### config.mk
export PLATFORM = sky130hd
export DESIGN_NAME = palette_color_fade_stepper
export DESIGN_NICKNAME = d
export VERILOG_FILES = /design/src/rtl/pcfs_pkg.sv /design/src/rtl/pcfs_palette.sv /design/src/rtl/pcfs_channel.sv /design/src/rtl/palette_color_fade_stepper.sv
export SDC_FILE = /design/constraint.sdc
export NUM_CORES = 1
export LEC_CHECK = 0
export BUFFER_PORTS_ARGS = -buffer_cell sky130_fd_sc_hd__buf_2
export CAP_MARGIN = 15
export CORE_ASPECT_RATIO = 2
export CORE_UTILIZATION = 40
export DETAILED_ROUTE_END_ITERATION = 12
export GPL_ROUTABILITY_DRIVEN = 0
export PLACE_DENSITY = 0.66
export RECOVER_POWER = 100
export SYNTH_ARGS = -nofsm -noshare
export SYNTH_HDL_FRONTEND = slang
export SYNTH_SLANG_ARGS = --single-unit
export TNS_END_PERCENT = 1
### constraint.sdc
create_clock -name clk -period 5.8 [get_ports clk]
set_input_delay 0.87 -clock clk [delete_from_list [all_inputs] [get_ports clk]]
set_output_delay 0.87 -clock clk [all_outputs]
set_load 0.02 [all_outputs]
### src/rtl/pcfs_pkg.sv
// ----------------------------------------------------------------------------
// Palette color fade stepper package
// Shared widths, the direction code, the reset palette and the channel
// control bundle.
// ----------------------------------------------------------------------------
`timescale 1ns / 1ps
`default_nettype none

package pcfs_pkg;

	localparam int CHAN_W      = 8;
	localparam int HALF_W      = CHAN_W + 1;
	localparam int COLOR_W     = 3 * CHAN_W;
	localparam int PTR_W       = 3;
	localparam int NUM_ENTRIES = 1 << PTR_W;
	localparam int NUM_REGS    = 6;

	localparam logic [HALF_W-1:0] HALF_MAX = 9'd510;

	typedef logic [CHAN_W-1:0]  chan_t;
	typedef logic [HALF_W-1:0]  half_t;
	typedef logic [COLOR_W-1:0] color_t;
	typedef logic [PTR_W-1:0]   ptr_t;

	typedef enum logic [1:0] {
		DIR_HOLD = 2'd0,
		DIR_UP   = 2'd1,
		DIR_DOWN = 2'd2
	} dir_t;

	// Control shared by the three channel slices for one transfer.
	typedef struct packed {
		logic restart;   // load the start color
		logic retarget;  // recompute the direction against the new target
	} chan_ctrl_t;

	localparam color_t PALETTE_RESET [NUM_REGS] = '{
		24'hFF0000, 24'hFFFF00, 24'hEBAD2A, 24'h008080, 24'h0000FF, 24'h800080
	};

endpackage

`default_nettype wire

### src/rtl/pcfs_palette.sv
// ----------------------------------------------------------------------------
// Palette register file
// Holds the target colors, compares the current color against every entry
// in parallel and reads out the entry being approached.
// ----------------------------------------------------------------------------
`timescale 1ns / 1ps
`default_nettype none

module pcfs_palette (
	input  wire                                  clk,
	input  wire                                  arst_n,
	input  wire                                  cfg_write,
	input  wire  pcfs_pkg::ptr_t                 cfg_index,
	input  wire  pcfs_pkg::color_t               cfg_data,
	input  wire  pcfs_pkg::chan_t                cur_red,
	input  wire  pcfs_pkg::chan_t                cur_green,
	input  wire  pcfs_pkg::chan_t                cur_blue,
	output logic [pcfs_pkg::NUM_ENTRIES-1:0]     match_vec,
	input  wire  pcfs_pkg::ptr_t                 rd_sel,
	output pcfs_pkg::color_t                     rd_color
);
	import pcfs_pkg::*;

	color_t entry [NUM_ENTRIES];

	for (genvar k = 0; k < NUM_ENTRIES; k++) begin : g_entry
		if (k < NUM_REGS) begin : g_reg
			color_t color_q;

			always_ff @(posedge clk or negedge arst_n) begin
				if (!arst_n) begin
					color_q <= PALETTE_RESET[k];
				end else if (cfg_write && (cfg_index == ptr_t'(k))) begin
					color_q <= cfg_data;
				end
			end

			assign entry[k] = color_q;
		end else begin : g_black
			// Entries past the register set are fixed black.
			assign entry[k] = '0;
		end

		assign match_vec[k] = (entry[k][23:16] == cur_red) &&
		                      (entry[k][15:8]  == cur_green) &&
		                      (entry[k][7:0]   == cur_blue);
	end

	assign rd_color = entry[rd_sel];

endmodule

`default_nettype wire

### src/rtl/pcfs_channel.sv
// ----------------------------------------------------------------------------
// Channel step slice
// Next half-step value and direction of one color channel.
// ----------------------------------------------------------------------------
`timescale 1ns / 1ps
`default_nettype none

module pcfs_channel (
	input  wire  pcfs_pkg::chan_ctrl_t ctrl,
	input  wire  pcfs_pkg::chan_t      start_level,
	input  wire  pcfs_pkg::chan_t      target_level,
	input  wire  pcfs_pkg::half_t      half_cur,
	input  wire  pcfs_pkg::dir_t       dir_cur,
	output pcfs_pkg::half_t            half_next,
	output pcfs_pkg::dir_t             dir_next
);
	import pcfs_pkg::*;

	half_t half_base;
	half_t target_half;
	logic  off_target;

	assign half_base   = ctrl.restart ? {start_level, 1'b0} : half_cur;
	assign target_half = {target_level, 1'b0};
	assign off_target  = (half_base != target_half);

	always_comb begin
		if (ctrl.retarget) begin
			if (half_base < target_half) begin
				dir_next = DIR_UP;
			end else if (half_base > target_half) begin
				dir_next = DIR_DOWN;
			end else begin
				dir_next = DIR_HOLD;
			end
		end else begin
			dir_next = dir_cur;
		end
	end

	// A channel can be pushed away from its target after a palette change,
	// so the step saturates at both ends of the range.
	always_comb begin
		half_next = half_base;
		case (dir_next)
			DIR_UP: begin
				if (off_target && (half_base < HALF_MAX)) begin
					half_next = half_base + half_t'(1);
				end
			end
			DIR_DOWN: begin
				if (off_target && (half_base != '0)) begin
					half_next = half_base - half_t'(1);
				end
			end
			default: begin
				half_next = half_base;
			end
		endcase
	end

endmodule

`default_nettype wire

### src/rtl/palette_color_fade_stepper.sv
// ----------------------------------------------------------------------------
// Palette color fade stepper
// Fades an RGB color through a palette of target colors, half a level per
// tick and channel.
// ----------------------------------------------------------------------------
// The block takes one item per clock cycle while in_stall is low and returns
// exactly one result for each item: the item is captured in an input
// register, and when it is processed the whole color update (target match
// against every palette entry, pointer advance, direction choice and the
// half-level step of each channel) settles between that register and the
// result register while the fade state is written back. The state update
// loop through the fade registers sets the rate. The result register holds a
// finished result while it waits on out_stall, and the input register keeps
// accepting until both are full, so in_stall rises only when a result is held
// and another item is already waiting behind it. A restart item (func = 1)
// loads the start color, aims at palette entry 0 and picks each channel's
// direction; a tick item (func = 0) first moves on to the next entry, wrapping
// after entry PALETTE_SIZE-1, when the displayed color equals the current
// target. Each channel keeps one fraction bit, so a displayed level changes
// every second tick. The palette registers are written through the cfg port
// (index 0 to 5, other indexes are ignored) and should only be changed while
// no transfer is in flight; entries 6 and 7 read as black. After reset all
// channels hold at black until a restart arrives or the target is black.
// ----------------------------------------------------------------------------
`timescale 1ns / 1ps
`default_nettype none

module palette_color_fade_stepper #(
	parameter int PALETTE_SIZE = 6
) (
	input  wire                     clk,
	input  wire                     arst_n,
	// Palette configuration
	input  wire                     cfg_write,
	input  wire  pcfs_pkg::ptr_t    cfg_index,
	input  wire  pcfs_pkg::color_t  cfg_data,
	// Item input channel
	input  wire                     in_valid,
	output logic                    in_stall,
	input  wire                     func,
	input  wire  pcfs_pkg::chan_t   start_red,
	input  wire  pcfs_pkg::chan_t   start_green,
	input  wire  pcfs_pkg::chan_t   start_blue,
	// Result channel
	output logic                    out_valid,
	input  wire                     out_stall,
	output pcfs_pkg::chan_t         out_red,
	output pcfs_pkg::chan_t         out_green,
	output pcfs_pkg::chan_t         out_blue,
	output pcfs_pkg::ptr_t          target_number
);
	import pcfs_pkg::*;

	localparam logic [PTR_W:0] SIZE = (PTR_W + 1)'(PALETTE_SIZE);

	// Input register
	logic  valid_s1;
	logic  func_s1;
	chan_t start_red_s1;
	chan_t start_green_s1;
	chan_t start_blue_s1;

	// Fade state
	half_t red_half_q, green_half_q, blue_half_q;
	dir_t  red_dir_q, green_dir_q, blue_dir_q;
	ptr_t  ptr_q;

	// Result register
	logic  out_valid_q;
	chan_t res_red_q, res_green_q, res_blue_q;
	ptr_t  res_ptr_q;

	logic                   in_take;
	logic                   advance;
	logic [NUM_ENTRIES-1:0] match_vec;
	logic [PTR_W:0]         ptr_inc;
	ptr_t                   ptr_wrap;
	ptr_t                   ptr_new;
	color_t                 target_color;
	chan_ctrl_t             ctrl;
	half_t                  red_half_d, green_half_d, blue_half_d;
	dir_t                   red_dir_d, green_dir_d, blue_dir_d;

	// The item in the input register is processed when the result register
	// is empty or its result is transferred in this cycle.
	assign advance  = valid_s1 && (!out_valid_q || !out_stall);
	assign in_stall = valid_s1 && !advance;
	assign in_take  = in_valid && !in_stall;

	always_ff @(posedge clk or negedge arst_n) begin
		if (!arst_n) begin
			valid_s1 <= 1'b0;
		end else begin
			valid_s1 <= in_take || (valid_s1 && !advance);
		end
	end

	always_ff @(posedge clk) begin
		if (in_take) begin
			func_s1        <= func;
			start_red_s1   <= start_red;
			start_green_s1 <= start_green;
			start_blue_s1  <= start_blue;
		end
	end

	// Every entry is compared with the displayed color at once; the pointer
	// only selects one match bit and the color of the new target.
	pcfs_palette u_palette (
		.clk       (clk),
		.arst_n    (arst_n),
		.cfg_write (cfg_write),
		.cfg_index (cfg_index),
		.cfg_data  (cfg_data),
		.cur_red   (red_half_q[HALF_W-1:1]),
		.cur_green (green_half_q[HALF_W-1:1]),
		.cur_blue  (blue_half_q[HALF_W-1:1]),
		.match_vec (match_vec),
		.rd_sel    (ptr_new),
		.rd_color  (target_color)
	);

	assign ptr_inc  = {1'b0, ptr_q} + (PTR_W + 1)'(1);
	assign ptr_wrap = (ptr_inc >= SIZE) ? '0 : ptr_inc[PTR_W-1:0];

	always_comb begin
		ctrl.restart  = func_s1;
		ctrl.retarget = func_s1 || match_vec[ptr_q];
		if (func_s1) begin
			ptr_new = '0;
		end else if (match_vec[ptr_q]) begin
			ptr_new = ptr_wrap;
		end else begin
			ptr_new = ptr_q;
		end
	end

	pcfs_channel u_red (
		.ctrl         (ctrl),
		.start_level  (start_red_s1),
		.target_level (target_color[23:16]),
		.half_cur     (red_half_q),
		.dir_cur      (red_dir_q),
		.half_next    (red_half_d),
		.dir_next     (red_dir_d)
	);

	pcfs_channel u_green (
		.ctrl         (ctrl),
		.start_level  (start_green_s1),
		.target_level (target_color[15:8]),
		.half_cur     (green_half_q),
		.dir_cur      (green_dir_q),
		.half_next    (green_half_d),
		.dir_next     (green_dir_d)
	);

	pcfs_channel u_blue (
		.ctrl         (ctrl),
		.start_level  (start_blue_s1),
		.target_level (target_color[7:0]),
		.half_cur     (blue_half_q),
		.dir_cur      (blue_dir_q),
		.half_next    (blue_half_d),
		.dir_next     (blue_dir_d)
	);

	// Fade state is written back in the same cycle, so the next item in the
	// input register already sees it.
	always_ff @(posedge clk or negedge arst_n) begin
		if (!arst_n) begin
			red_half_q   <= '0;
			green_half_q <= '0;
			blue_half_q  <= '0;
			red_dir_q    <= DIR_HOLD;
			green_dir_q  <= DIR_HOLD;
			blue_dir_q   <= DIR_HOLD;
			ptr_q        <= '0;
		end else if (advance) begin
			red_half_q   <= red_half_d;
			green_half_q <= green_half_d;
			blue_half_q  <= blue_half_d;
			red_dir_q    <= red_dir_d;
			green_dir_q  <= green_dir_d;
			blue_dir_q   <= blue_dir_d;
			ptr_q        <= ptr_new;
		end
	end

	always_ff @(posedge clk or negedge arst_n) begin
		if (!arst_n) begin
			out_valid_q <= 1'b0;
		end else if (advance) begin
			out_valid_q <= 1'b1;
		end else if (!out_stall) begin
			out_valid_q <= 1'b0;
		end
	end

	always_ff @(posedge clk) begin
		if (advance) begin
			res_red_q   <= red_half_d[HALF_W-1:1];
			res_green_q <= green_half_d[HALF_W-1:1];
			res_blue_q  <= blue_half_d[HALF_W-1:1];
			res_ptr_q   <= ptr_new;
		end
	end

	assign out_valid     = out_valid_q;
	assign out_red       = res_red_q;
	assign out_green     = res_green_q;
	assign out_blue      = res_blue_q;
	assign target_number = res_ptr_q;

	// The pointer never leaves the active part of the palette.
	a_ptr_range: assert property (@(posedge clk) disable iff (!arst_n)
		{1'b0, ptr_q} < SIZE)
		else $error("target pointer outside the palette");

	// Channel values stay within the 0 to 255.0 range.
	a_half_range: assert property (@(posedge clk) disable iff (!arst_n)
		(red_half_q <= HALF_MAX) && (green_half_q <= HALF_MAX) &&
		(blue_half_q <= HALF_MAX))
		else $error("channel half-step value out of range");

	// A processed item always leaves a result behind.
	a_advance_result: assert property (@(posedge clk) disable iff (!arst_n)
		advance |=> out_valid_q)
		else $error("processed item produced no result");

	// A restart always aims at the first palette entry.
	a_restart_entry0: assert property (@(posedge clk) disable iff (!arst_n)
		(advance && func_s1) |=> (res_ptr_q == '0) && (ptr_q == '0))
		else $error("restart did not select palette entry 0");

endmodule

`default_nettype wire
==> summary.md <==
| Metric | Value |
|---|---|
| Cell count after synthesis | `1397` |
| Worst R2R Start | `red_half_q[4]$_DFFE_PN0P_` |
| Routed WL | `51900 microns` |
| IO Pins | `86` |
| Number of synthesized register bits | `234` |
| Period utilisation layout | `1.05` |
| Max cap viols | `8` |
| Total global routing overflow | `0` |
| Final-report hold violation count | `0` |
| Run status | `finished, violations left` |
| Psw | `3.88 mW` |
| Pin count of the biggest net entering global routing | `153` |
| N_diodes | `0` |
| First-pass GRT wire length | `77600 microns` |
| Detail Placement HPWL | `37900 microns` |
| Final Hold Slack | `0.479 ns` |
| Vias in the first global route | `13200` |
| Fin worst setup slack | `-0.275 ns` |
| Pleak | `7.85 nW` |
| Hold path start | `red_half_q[0]$_DFFE_PN0P_` |
| Most common cell after layout, fill and taps aside | `buf_4` |
| Nets | `1785` |
| CP max stage delay | `0.45 ns` |
| Prevailing post-synth register cell | `dfrtp_1` |
| Sequential-to-total area share from yosys stat | `0.425` |
| Via-per-instance ratio | `5.80` |
| Reg-to-reg endpoint | `out_green[5]$_DFFE_PP_` |
| Synth Warn # | `0` |
| Syn Area/Cell | `10.4 sq um` |
| Sequential share of power | `0.288` |
| CTS clk-pin slew, worst paths | `0.07 ns` |
| Multi-input gate area | `8170 sq um` |
| FF/Latch Area | `6190 sq um` |
| Setup crit end kind | `register` |
| Library cells used by synthesis | `82` |
| RSZ-0062 raised after global routing | `yes` |
| Routed wire per std cell | `24.1 microns` |
| HP Class | `reg2reg` |
| Post-route setup TNS | `-7.32 ns` |
| CTS Root Buffer Type | `clkbuf_16` |
| Crit path launch | `red_half_q[4]$_DFFE_PN0P_` |
| Mapped Nets | `1492` |
| Total number of vias | `12500` |
| Critical path type | `reg2reg` |
| TritonCTS clock tree | `built` |
| Syn-to-layout area delta | `27.3%` |
| Antenna-violating nets left | `0` |
| # rows | `98` |
| Peak supply drop | `0.000361 V` |
| Crit Path Max Fanout | `5` |
| Overall Power | `9.28 mW` |
| Comb pwr share | `0.547` |
| CP max-delay cell | `dfrtp_2` |
| Die width | `137 microns` |
| PortBufs | `85` |
| Max transition margin | `-1.14` |
| P_int | `5.40 mW` |
| Power per cell area | `501 nW/um^2` |
| Filler instances | `3173` |
| Sw Share | `0.418` |
| Worst hold endpoint | `red_half_q[0]$_DFFE_PN0P_` |
| Clk_skew | `0.0175 ns` |
| Worst hold stages | `2` |
| Initial antenna violation count | `0` |
| Die area | `37200 sq um` |
| R2r setup slk | `-0.28 ns` |
| Worst path bufs/invs | `6` |
| CORE AREA | `35800 sq um` |
| Post-layout minimum cycle time | `6.08 ns` |
| Skew-Pair Late Insertion Delay | `0.54 ns` |
| Count of final setup violators | `47` |
| Place WS | `-0.870 ns` |
| Reg2reg path depth | `29` |
| Async SR Flop Fraction | `0.778` |
| Synth Cell Area | `14600 sq um` |
| Initial DRC count | `983` |
| Clk network pwr share | `0.164` |
| CTS Buf Count | `22` |
| Most frequent cells in the layout | `buf_4, nand2_1, mux2_2, dfrtp_1, xnor2_1` |
| Die H | `272 microns` |
| # DRC | `0` |
| Worst setup SP type | `register` |
| Post-synth EDFFs | `52` |
| Worst-case clock buffer depth | `3` |
| Slew @ Worst Pin | `3.20 ns` |
| Failing checks | `capacitance limit, slew limit, setup timing` |
| Share of layout cells above drive strength 1 | `0.388` |
| Number of iterations in the first detailed-routing pass | `8` |
| Gr usage total | `0.284` |
| CP top delay family | `simple AND/OR/NAND/NOR gates` |
| Pins Over Slew Limit | `382` |
| Max Fclk | `165 MHz` |
| Cts hold-fix bufs | `0` |
| Sinks on Clock Net | `234` |
| Initial Util | `0.406` |
| CTS H-tree depth | `1` |
| Critical Path AT | `6.37 ns` |
| Required time of the worst setup path | `6.10 ns` |
-- routing by layer --
layer  global-route usage  vias to the layer above  part of all wire
li1                     -                     5573                 -
met1                0.294                     6115              0.34
met2                0.482                      562              0.49
met3               0.0474                      250             0.055
met4                0.261                        0              0.11
met5                    0                        -                 0
-- cells in the mapped netlist (4+ instances only) --
library cell  count  share of area
a211oi_1          6         0.0031
a21oi_1          37          0.013
a31oi_1           6         0.0026
and3_1            5         0.0021
buf_2            30          0.010
buf_4             8         0.0041
buf_6             7         0.0054
clkbuf_1         39          0.010
dfrtp_1         132           0.23
dfstp_2          50          0.090
edfxtp_1         52           0.11
ha_1             38          0.033
inv_1            80          0.021
inv_2             7         0.0018
mux2_1            9         0.0070
mux2_2          127          0.098
mux2i_1          81          0.056
nand2_1         129          0.033
nand2b_1          6         0.0026
nand3_1          22         0.0076
nand4_1          28          0.012
nor2_1           46          0.012
nor2b_1           8         0.0034
nor3_1           46          0.016
nor4_1           27          0.012
o21a_1           10         0.0052
o21ai_0          89          0.031
o21ai_1           9         0.0031
o221a_1          21          0.016
o221ai_1         16         0.0096
o31ai_1           4         0.0021
or4_1             5         0.0026
xnor2_1          88          0.053
xor2_1           60          0.036
-- flip-flops by register name (all words and copies together), names as in the netlist, 2 cells and up --
name	cells
start_red_s1	8
start_green_s1	8
green_half_q	9
out_green	8
target_number	3
green_dir_q	2
red_half_q	9
out_red	8
u_palette.g_entry.g_reg.color_q	144
blue_dir_q	2
red_dir_q	2
start_blue_s1	8
blue_half_q	9
ptr_q	3
out_blue	8
-- cell families (layout without fill, tap and decap cells) --
kind of cell               Yosys count  in the layout  share of synthesized area
DFF                                234            234                      0.425
muxes                              225            225                      0.171
buffers and inverters              173            482                     0.0529
adders and majority gates           38             38                     0.0327
xor gates and xnor gates           148            148                     0.0891
and+or+nand+nor                    349            349                      0.119
AOI/OAI and AO/OA                  230            230                      0.111
-- worst reg2reg max path: cells and delay by family, from the launching register on --
family / cells / cell delay (ns)
compound gates: 10 / 1.48
buf+inv: 6 / 0.82
mux: 2 / 0.59
fa+ha+maj: 2 / 0.60
simple gates: 8 / 1.72
flops: 1 / 0.45
xor+xnor: 1 / 0.19
-- worst max-delay path by stage --
stage                                            end  slack [ns]  depth (start not counted)
after floorplan                out_blue[6]$_DFFE_PP_        0.09                         28
after global placement     red_half_q[3]$_DFFE_PN0P_       -0.79                         30
after detailed placement   red_half_q[3]$_DFFE_PN0P_       -0.87                         30
after CTS                     out_green[5]$_DFFE_PP_      -0.005                         28
after global routing      blue_half_q[3]$_DFFE_PN0P_       -0.47                         30
final                         out_green[5]$_DFFE_PP_       -0.28                         29
-- power by group through the flow --
stage / clock network, mW / registers (mW) / logic [mW]
after floorplan: 0 / 2.55 / 2.37
after global placement: 0 / 2.66 / 4.34
after detailed placement: 0 / 2.67 / 4.40
after CTS: 1.54 / 2.66 / 4.67
after global routing: 1.60 / 2.72 / 5.37
final: 1.52 / 2.67 / 5.08
-- timing repair --
item,CTS,global route
pin swaps,26,36
gates resized for setup,72,67
endpoints found under the setup margin,51,51
buffers inserted,8,9
-- layout make-up --
| class | count | share of cell area |
|---|---|---|
| clock buffers | 24 | 0.0318 |
| flip-flops and latches | 234 | 0.334 |
| clock inverters | 16 | 0.00797 |
| multi-input cells | 990 | 0.441 |
| well taps | 450 | 0.0304 |
| inverters | 88 | 0.0180 |
| repair buffers | 354 | 0.136 |
-- metrics by stage --
step,area [sq um],utilization,std cells
CTS,18300,0.511,2148
finish,18500,0.517,2156
global route,18500,0.517,2156
floorplan,14600,-,1397
global placement,17100,0.479,2100
detailed placement,17100,0.479,2100
Power figures use the tool's default switching activity.
